$ cat config.mk
export PLATFORM = sky130hd
export DESIGN_NAME = knn_sqrt
export DESIGN_NICKNAME = d
export VERILOG_FILES = /design/src/sv/brute_force_knn_euclidean_defines.svh /design/src/sv/knn_pkg.sv /design/src/sv/knn_sqrt.sv
export SDC_FILE = /design/constraint.sdc
export NUM_CORES = 1
export LEC_CHECK = 0
export BUFFER_PORTS_ARGS = -buffer_cell sky130_fd_sc_hd__buf_2
export CORE_MARGIN = 2
export CORE_UTILIZATION = 55
export CTS_CLUSTER_DIAMETER = 30
export CTS_CLUSTER_SIZE = 24
export DETAILED_ROUTE_END_ITERATION = 8
export GPL_ROUTABILITY_DRIVEN = 0
export PLACE_DENSITY = 0.79
export SLEW_MARGIN = 20
export SYNTH_ARGS = -nofsm -noshare
export SYNTH_HDL_FRONTEND = slang
export SYNTH_SLANG_ARGS = --single-unit
export TNS_END_PERCENT = 1
$ cat constraint.sdc
create_clock -name clk -period 4.03 [get_ports clk]
set_input_delay 0.403 -clock clk [delete_from_list [all_inputs] [get_ports clk]]
set_output_delay 0.403 -clock clk [all_outputs]
set_load 0.01 [all_outputs]
$ cat src/sv/brute_force_knn_euclidean_defines.svh
// ----------------------------------------------------------------------------
// brute_force_knn_euclidean_defines
// assertion macros for the knn block
// ----------------------------------------------------------------------------
`ifndef BRUTE_FORCE_KNN_EUCLIDEAN_DEFINES_SVH
`define BRUTE_FORCE_KNN_EUCLIDEAN_DEFINES_SVH
`ifndef SYNTHESIS
`define KNN_ASSERT_IMP(label, ante, cons) \
	label: assert property (@(posedge clk) disable iff (!arst_n) (ante) |-> (cons)) \
		else $error("knn check failed");
`define KNN_ASSERT_NEXT(label, ante, cons) \
	label: assert property (@(posedge clk) disable iff (!arst_n) (ante) |=> (cons)) \
		else $error("knn check failed");
`else
`define KNN_ASSERT_IMP(label, ante, cons)
`define KNN_ASSERT_NEXT(label, ante, cons)
`endif
`endif

$ cat src/sv/knn_pkg.sv
// ----------------------------------------------------------------------------
// knn_pkg
// shared constants and types of the nearest neighbour block
// ----------------------------------------------------------------------------
`timescale 1ns / 1ps
package knn_pkg;
	localparam int MAX_DIMENSION = 1024;
	localparam int MAX_NEIGHBORS = 16;
	localparam int POS_W = $clog2(MAX_DIMENSION + 2);
	localparam int ADDR_W = $clog2(MAX_DIMENSION);
	localparam int NB_W = $clog2(MAX_NEIGHBORS + 1);
	localparam int IDX_W = (MAX_NEIGHBORS > 1) ? $clog2(MAX_NEIGHBORS) : 1;
	localparam int ACC_W = 27;
	localparam int DIST_W = 21;
	localparam int RANK_W = 4;
	localparam logic [ACC_W-1:0] ACC_MAX = {ACC_W{1'b1}};
	localparam logic [DIST_W-1:0] DIST_MAX = {DIST_W{1'b1}};
	localparam int RAD_W = ACC_W + 16;
	localparam int ROOT_W = 22;

	typedef enum logic [1:0] {
		OP_QUERY = 2'd0,
		OP_POINT = 2'd1,
		OP_READ = 2'd2,
		OP_NONE = 2'd3
	} op_t;

	typedef enum logic [2:0] {
		ST_IDLE,
		ST_ELEM,
		ST_INSERT,
		ST_ROOT,
		ST_OUT
	} state_t;

	typedef struct packed {
		logic start;
		logic [ACC_W-1:0] sum;
	} root_req_t;

	typedef struct packed {
		logic busy;
		logic done;
		logic [ROOT_W-1:0] root;
	} root_rsp_t;
endpackage

$ cat src/sv/knn_sqrt.sv
// ----------------------------------------------------------------------------
// knn_sqrt
// bit-serial integer square root of sum * 65536, one result bit per cycle
// ----------------------------------------------------------------------------
`timescale 1ns / 1ps
module knn_sqrt
	import knn_pkg::*;
(
	input logic clk,
	input logic arst_n,
	input root_req_t req,
	output root_rsp_t rsp
);
	localparam int STEP_W = $clog2(ROOT_W + 1);

	logic [RAD_W-1:0] rem_q;
	logic [ROOT_W-1:0] root_q;
	logic [STEP_W-1:0] step_q;
	logic busy_q, done_q;
	logic [RAD_W+1:0] rem_w, trial;
	logic [ACC_W-1:0] sum_q;
	logic [1:0] pair_r;

	// two radicand bits shifted in per step, low 16 are zero
	always_comb begin
		int sh;
		sh = 2 * (ROOT_W - 1 - int'(step_q)) - 16;
		if (sh >= 0 && sh < ACC_W)
			pair_r = 2'(sum_q >> sh);
		else
			pair_r = 2'b00;
		rem_w = {rem_q, pair_r};
		trial = {(RAD_W+2-ROOT_W-2)'(0), root_q, 2'b01};
	end

	always_ff @(posedge clk or negedge arst_n) begin
		if (!arst_n) begin
			busy_q <= 1'b0;
			done_q <= 1'b0;
			step_q <= '0;
		end else begin
			done_q <= 1'b0;
			if (req.start) begin
				busy_q <= 1'b1;
				step_q <= '0;
			end else if (busy_q) begin
				step_q <= step_q + 1'b1;
				if (32'(step_q) == ROOT_W - 1) begin
					busy_q <= 1'b0;
					done_q <= 1'b1;
				end
			end
		end
	end

	always_ff @(posedge clk) begin
		if (req.start) begin
			sum_q <= req.sum;
			rem_q <= '0;
			root_q <= '0;
		end else if (busy_q) begin
			if (rem_w >= trial) begin
				rem_q <= RAD_W'(rem_w - trial);
				root_q <= {root_q[ROOT_W-2:0], 1'b1};
			end else begin
				rem_q <= RAD_W'(rem_w);
				root_q <= {root_q[ROOT_W-2:0], 1'b0};
			end
		end
	end

	assign rsp.busy = busy_q;
	assign rsp.done = done_q;
	assign rsp.root = root_q;
endmodule

==> metrics.csv, run 1 <==
metric;value;unit
rsz0062_at_grt;yes;
drt_drc_violations_left;0;
synth_area;0.00641;mm^2
endpoint_kind;flop;
max-slew-margin-rel;44.3;%
via_per_inst;6.29;
drt.antenna.violating_nets;0;
num_rows;39;
async_reset_ff_share;7.07;%
p_int;3.21;mW
switching_share;45.0;%
status;complete, but fails checks;
core;0.0114;mm^2
drive_gt1_share;21.5;%
peakVddDrop;0.000393;V
comb_power_share;60.6;%
hpwl;11100;um
diodes;0;
fin_util;66.3;%
fin_setup_tns;-271;ps
cpPeakStageDelay;510;ps
numCtsBuffers;9;
synthTopCellsByCount;nor2_1 (84), dfxtp_1 (65), nand2_1 (62), a21oi_1 (40), inv_1 (40);
worstSetupPathType;flop to flop;
crit_required;4310;ps
synth_top_cell_by_area;dfxtp_1;
power;5.83;mW
finalMaxSlewViolations;0;
setup_ws;-83.5;ps
h-tree-depth;3;
p_leak;3.22;nW
place_ws;-78.4;ps
cp_num_buf_inv;1;
min_period;4110;ps
fillers;942;
insertion_delay;360;ps
violations;negative setup slack;
grt_pass1_vias;5440;
yosys_most_used_dff;dfxtp_1;
io_buffers;53;
synth_top_area_share;20.3;%
crit_chain;inv_4 -> ha_4 -> mux4_2 -> mux2_4 -> a211oi_4 -> or2_4 -> ha_2 -> nor2b_2 -> o31a_1 -> o211a_1 -> o21ai_2 -> a21oi_4 -> o211a_4 -> or4_4 -> a311oi_2;
via_count;5971;
finalCritPeriodShare;102;%
drtPass1Iterations;5;
synth_cell_type_count;67;
synth_edf_count;27;
clockBufferDepth;2;
synth_seq_area_share;35.7;%
root_buffer;clkbuf_16;
seqPwrFrac;25.0;%
die_x;112;um
hold_path.class;input port to flop;
area_growth;18.1;%
synth_nets;806;
power_density;771;mW/mm^2
clkTransAtPathRegs;80;ps
crit_path_top_delay_cell;or4_4;
cp_data_arrival_time;4390;ps
floorplan.initialDensity;56.1;%
yosys_warnings;0;
cts_tree;yes;
power.share.clock;14.4;%
worst_clock_skew;14.7;ps
power_switching;2.62;mW
worst_pin_slew;828;ps
die_area;0.0125;mm^2
start_kind;flop;
wl_per_cell;17.6;um
grt_pass1_wl;26300;um
grt_usage;25.4;%
hold_viol;0;
wirelength;16700;um
max_clock_freq;243;MHz
cp_top_family;compound AO/OA/AOI/OAI gates;
io_pins;54;
die_y;112;um
final_nets;862;
grt_max_degree;70;
grt_antenna_before_repair;0;
max_cap_viol_count;0;
cts_num_sinks;99;
path_max_fanout;6;
ys_seq_elements;99;
synth_area_leaders;dfxtp_1 (20%), edfxtp_1 (13%), ha_1 (6.1%);
setup_viol;5;
netlist_instances;745;
post_synth.cell_area_avg;8.60;um^2
drtIter0Drc;401;
synth_most_common_cell;nor2_1;
gr-total-overflow;0;
==> metrics by stage <==
step / instances / instance area [um^2] / hold slack, ps
floorplan: 745 / 6460 / 107
global placement: 921 / 6910 / 237
detailed placement: 921 / 6910 / 244
CTS: 938 / 7230 / 208
global route: 949 / 7570 / 201
finish: 949 / 7570 / 216
==> final timing paths <==
path,end,cells past startpoint,slack [ps],start
min,sum_q[13],1,220,req[13]
max in group asynchronous,busy_q,2,3460,arst_n
max reg2reg,rem_q[34],15,-80,step_q[1]
max,rem_q[34],15,-80,step_q[1]
min reg2reg,rem_q[9],2,510,rem_q[7]
min in group asynchronous,step_q[0],2,400,arst_n
==> cells in the final DEF (no fill, tap or decap), types with 7 or more instances in the layout <==
cell / n
nor2_1: 84
dfxtp_1: 65
nand2_1: 61
buf_2: 52
inv_1: 39
a21oi_1: 36
buf_4: 35
mux2i_1: 31
edfxtp_1: 27
nand3_1: 26
ha_1: 26
o21ai_0: 20
a21o_1: 20
a311oi_1: 20
or3_1: 16
nand4_1: 14
nor3_1: 11
a311oi_2: 10
clkbuf_16: 10
nor3b_1: 9
or4_1: 9
xnor2_1: 9
nand3b_1: 9
xor2_1: 8
nand2b_1: 7
o211ai_1: 7
or2_2: 7
o21a_1: 7
a211o_1: 7
==> state kept, by name, summed over array words and instances (netlist names) <==
| signal | cells |
|---|---|
| rem_q | 43 |
| busy_q | 1 |
| root_q | 22 |
| sum_q | 27 |
| step_q | 5 |
| done_q | 1 |
==> cells by family after synthesis <==
group / share of synthesized area [%]
buffers and inverters: 5.99
AO/OA/AOI/OAI: 19.8
XOR/XNOR: 2.60
adder cells (fa/ha/maj): 6.05
AND/OR/NAND/NOR: 22.9
multiplexers: 6.95
flip-flops: 35.7
==> layout make-up <==
class | count | area [um^2] | area share, %
sequential | 99 | 2290 | 30.3
timing repair buffer | 93 | 612 | 8.08
clock buffer | 9 | 225 | 2.98
multi-input combinational | 558 | 4050 | 53.5
inverter | 40 | 153 | 2.02
tap | 143 | 179 | 2.36
clock inverter | 7 | 57.6 | 0.760
==> power by group through the flow <==
stage                     sequential (mW)  combinational (mW)  clock (mW)
after CTS                            1.44                3.18       0.851
after detailed placement             1.46                3.12           0
after floorplan                      1.40                2.43           0
final                                1.46                3.53       0.841
after global routing                 1.49                3.85       0.899
after global placement               1.45                3.03           0
==> worst register-to-register path: cells and delay by family (launching register included) <==
kind	cells	cell delay, ps
AOI/OAI and AO/OA	7	1700
and+or+nand+nor	3	740
DFF	1	490
adders and majority gates	2	470
buffers and inverters	1	60
muxes	2	600
==> routing by layer <==
metal  GRT usage [%]  vias to the layer above  routed length, um  share of wire [%]
met3            6.15                       35               1150                6.9
met5               0                        -                  0                  0
met1            34.1                     2815               7230                 43
met4            8.54                        0                372                2.2
li1                -                     2867                  -                  -
met2            40.6                      254               7930                 48
==> repair_timing <==
item                                    4_1_cts  5_1_grt
buffers inserted                              0        8
pin swaps                                     0       30
cloned                                        0        3
hold endpoints to repair                      7        0
endpoints found under the setup margin       29       42
resized for setup                             5       43
hold buffers                                  1        0
Note: power is estimated with default switching activity, not from simulation.
==> run 2, diff against run 1 <==
- CORE_MARGIN: 2 -> not set
==> metrics.csv, run 2 (synthesis results as in run 1) <==
metric;value;unit
status;complete, but fails checks;
violations;negative setup slack;
cp_top_family;simple AND/OR/NAND/NOR gates;
clkTransAtPathRegs;80;ps
power_switching;2.59;mW
endpoint_kind;flop;
crit_chain;ha_4 -> xnor2_4 -> ha_4 -> nor2b_4 -> nand2_1 -> a21oi_2 -> ha_2 -> o211ai_1 -> or2_4 -> inv_2 -> ha_2 -> nor4b_4 -> and3_4 -> a211oi_2 -> o21ai_2 -> nand2_8 -> buf_6 -> or3_1 -> a311oi_2;
cp_data_arrival_time;4390;ps
hpwl;11200;um
reg2reg_slack;-90;ps
diodes;0;
power_density;765;mW/mm^2
drtIter0Drc;400;
finalMaxSlewViolations;0;
wirelength;16500;um
grt_antenna_before_repair;0;
h-tree-depth;3;
final_cells;953;
io_buffers;53;
switching_share;44.6;%
peakVddDrop;0.000361;V
worst_clock_skew;13.3;ps
seqPwrFrac;25.1;%
crit_path_top_delay_cell;dfrtp_2;
setup_viol;5;
power.share.clock;14.7;%
reg_top3;rem_q (43), sum_q (27), root_q (22);
area_growth;18.6;%
io_pins;54;
root_buffer;clkbuf_16;
grt_max_degree;64;
floorplan.initialDensity;56.4;%
cts_num_sinks;99;
place_inst;925;
most-common-layout-cells;nor2_1 (83), dfxtp_1 (65), nand2_1 (62);
min_period;4120;ps
via_count;6042;
grt_pass1_wl;26400;um
finalCritPeriodShare;102;%
drtPass1Iterations;5;
final_nets;866;
gr-total-overflow;0;
worst_pin_slew;979;ps
drt.antenna.violating_nets;0;
start_kind;flop;
die_x;110;um
numCtsBuffers;9;
hold_path.class;input port to flop;
cp_num_buf_inv;2;
die_area;0.0121;mm^2
largest_register_ffs;43;
max-slew-margin-rel;34.1;%
top_register;rem_q;
drive_gt1_share;22.5;%
core;0.0114;mm^2
num_rows;39;
crit_required;4300;ps
grt_pass1_vias;5605;
rsz0062_at_grt;yes;
setup_ws;-94.1;ps
p_int;3.22;mW
placed_area;0.00692;mm^2
die_y;110;um
via_per_inst;6.34;
max_cap_viol_count;0;
comb_power_share;60.2;%
max_clock_freq;242;MHz
cts_tree;yes;
drt_drc_violations_left;0;
cpPeakStageDelay;460;ps
wl_per_cell;17.3;um
p_leak;3.25;nW
fin_area;0.00760;mm^2
hold_viol;0;
clockBufferDepth;2;
insertion_delay;370;ps
grt_usage;28.2;%
path_max_fanout;9;
final_common_cell;nor2_1;
worstSetupPathType;flop to flop;
run 2: cell types whose count changed in the layout (fill, tap and decap cells not counted), moves of 2 or more:
cell,previous run,this run
buf_6,3,9
a311oi_1,20,17
a21oi_2,2,4
a21oi_4,2,0
a311oi_2,10,12
nor3_1,11,9
nor3_4,0,2
nor4_1,6,8
nor4_2,4,2
o31ai_1,4,6
o31ai_2,2,0
run 2: layer usage:
layer	track usage, %	part of all wire (%)	vias to the layer above
met3	5.75	7.1	47
li1	-	-	2872
met1	36.3	42	2854
met4	12.9	2.7	0
met2	45.2	48	269
met5	0	0	-
run 2: timing repair:
action	in CTS	in global routing
buffers inserted	4	5
endpoints found under the setup margin	36	44
endpoints found under the hold margin	7	0
resized for setup	17	40
gates cloned	1	1
hold buffers	1	0
pin swaps	6	14
run 2: path summary, 6_finish.rpt:
kind	startpoint	to	depth (start not counted)
setup / recovery	step_q[2]	rem_q[22]	19
hold / removal	req[24]	sum_q[24]	1
setup reg to reg	step_q[2]	rem_q[22]	19
hold reg to reg	rem_q[8]	rem_q[8]	2
max in group asynchronous	arst_n	busy_q	2
min in group asynchronous	arst_n	step_q[0]	2
run 2: power by group through the flow:
stage | clock (mW) | sequential [mW] | combinational, mW
finish | 0.855 | 1.46 | 3.50
CTS | 0.869 | 1.45 | 3.24
detailed placement | 0 | 1.46 | 3.12
global route | 0.911 | 1.49 | 3.82
floorplan | 0 | 1.40 | 2.43
global placement | 0 | 1.45 | 3.04
run 2: metrics by stage:
step	total power, mW	setup TNS [ps]	hold slack (ps)	util (%)	setup slack (ps)
detailed placement	4.59	-3230	242	60.9	-201
floorplan	3.83	0	107	-	16.5
finish	5.81	-139	215	66.9	-94.1
global route	6.22	-3700	203	66.9	-255
global placement	4.50	0	237	60.9	92.5
CTS	5.56	-309	204	64.6	-44.0
run 2: cell type report:
class | instances | area [um^2]
inverter | 40 | 153
fill | 911 | 3770
timing repair buffer | 98 | 639
clock buffer | 9 | 225
multi-input combinational | 557 | 4050
tap | 143 | 179
sequential | 99 | 2290
clock inverter | 7 | 65.1
==> run 3, diff against run 2 <==
- SKIP_CTS_REPAIR_TIMING: not set -> 1
==> metrics.csv, run 3 (synthesis results as in run 1) <==
metric;value;unit
max-slew-margin-rel;37.6;%
power_density;766;mW/mm^2
setup_viol;4;
peakVddDrop;0.000363;V
final_common_cell;nor2_1;
floorplan.initialDensity;56.4;%
max_clock_freq;237;MHz
cp_data_arrival_time;4460;ps
insertion_delay;370;ps
endpoint_kind;flop;
io_pins;54;
drtIter0Drc;515;
crit_required;4280;ps
worstSetupStartpoint;step_q[2];
h-tree-depth;3;
hold_viol;0;
hp-start;req[6];
grt_pass1_vias;5520;
top_register;rem_q;
crit_chain;ha_4 -> xnor2_4 -> ha_4 -> nor2b_4 -> nand2_1 -> a21oi_2 -> ha_2 -> o211ai_1 -> or2_4 -> inv_2 -> ha_2 -> nor4b_4 -> and3_4 -> a211o_1 -> or3_4 -> nand2_8 -> or4_1 -> a311oi_1;
min_period;4220;ps
cts_tree;yes;
grt_antenna_before_repair;0;
clkTransAtPathRegs;70;ps
p_leak;3.18;nW
path_max_fanout;8;
num_rows;39;
reg_top3;rem_q (43), sum_q (27), root_q (22);
grt_usage;27.7;%
wl_per_cell;17.2;um
clockBufferDepth;2;
fin_setup_tns;-321;ps
status;complete, but fails checks;
grt_pass1_wl;26000;um
largest_register_ffs;43;
power;5.69;mW
final_nets;858;
wirelength;16300;um
finalMaxSlewViolations;0;
via_per_inst;6.33;
cpPeakStageDelay;550;ps
root_buffer;clkbuf_16;
start_kind;flop;
area_growth;15.9;%
setup_ws;-185;ps
cp_top_family;simple AND/OR/NAND/NOR gates;
cp_num_buf_inv;1;
gr-total-overflow;0;
core;0.0114;mm^2
drt.antenna.violating_nets;0;
drt_drc_violations_left;0;
hold_path.class;input port to flop;
finalCritPeriodShare;105;%
grt_max_degree;64;
fillers;941;
numCtsBuffers;9;
worstReg2RegStart;step_q[2];
drive_gt1_share;19.8;%
io_buffers;53;
worst_clock_skew;12.0;ps
crit_path_top_delay_cell;or4_1;
most-common-layout-cells;nor2_1 (84), dfxtp_1 (65), nand2_1 (62);
cts_num_sinks;99;
via_count;5979;
die_y;110;um
worstSetupPathType;flop to flop;
worst_pin_slew;927;ps
violations;negative setup slack;
hpwl;11200;um
die_area;0.0121;mm^2
max_cap_viol_count;0;
die_x;110;um
drtPass1Iterations;7;
diodes;0;
rsz0062_at_grt;yes;
## run 3: cell types whose count changed in the layout (fill, tap and decap cells not counted), moves of 2 or more
cell,before,now
a311oi_1,17,24
nor3_1,9,11
buf_4,35,31
nor3_4,2,0
buf_6,9,5
a311oi_2,12,6
## run 3: worst paths after layout
kind | slack [ps] | endpoint | depth (start not counted)
setup reg to reg | -190 | rem_q[26] | 18
hold / removal | 210 | sum_q[6] | 1
max in group asynchronous | 3460 | busy_q | 2
min in group asynchronous | 390 | step_q[0] | 2
setup / recovery | -190 | rem_q[26] | 18
hold reg to reg | 490 | rem_q[8] | 2
## run 3: layout make-up
cell class	instances	area (um^2)	share of cell area [%]
Multi-Input combinational cell	557	3930	52.9
Sequential cell	99	2290	30.9
Timing Repair Buffer	90	579	7.80
Clock buffer	9	225	3.03
Tap cell	143	179	2.41
Inverter	40	153	2.06
Clock inverter	7	65.1	0.876
## run 3: routing by layer
| metal | part of all wire (%) | global-route usage [%] | vias to the layer above |
|---|---|---|---|
| met5 | 0 | 0 | - |
| met1 | 43 | 36.4 | 2833 |
| li1 | - | - | 2861 |
| met3 | 6.4 | 4.51 | 42 |
| met4 | 2.8 | 11.6 | 0 |
| met2 | 48 | 45.1 | 243 |
## run 3: worst register-to-register path, delay by kind of cell, from the launching register on
family                     cells  cell delay, ps
AOI/OAI and AO/OA              4             810
buffers and inverters          1              60
and+or+nand+nor                8            1760
xor gates and xnor gates       1             150
adders and majority gates      4             850
DFF                            1             480
## run 3: per-stage QoR
| step | hold WS, ps | area (um^2) | cells | setup slack (ps) | util [%] |
|---|---|---|---|---|---|
| 3_5_place_dp | 242 | 6920 | 925 | -201 | 60.9 |
| 4_1_cts | -145 | 7210 | 941 | -232 | 63.4 |
| 5_1_grt | 207 | 7430 | 945 | -258 | 65.3 |
| 6_report | 211 | 7430 | 945 | -185 | 65.3 |
| 2_1_floorplan | 107 | 6460 | 745 | 16.5 | - |
| 3_3_place_gp | 237 | 6920 | 925 | 92.5 | 60.9 |
## run 3: power breakdown
| part | internal, mW | switching [mW] | total (mW) |
|---|---|---|---|
| logic | 1.47 | 1.90 | 3.38 |
| clock network | 0.436 | 0.416 | 0.852 |
| registers | 1.24 | 0.224 | 1.46 |
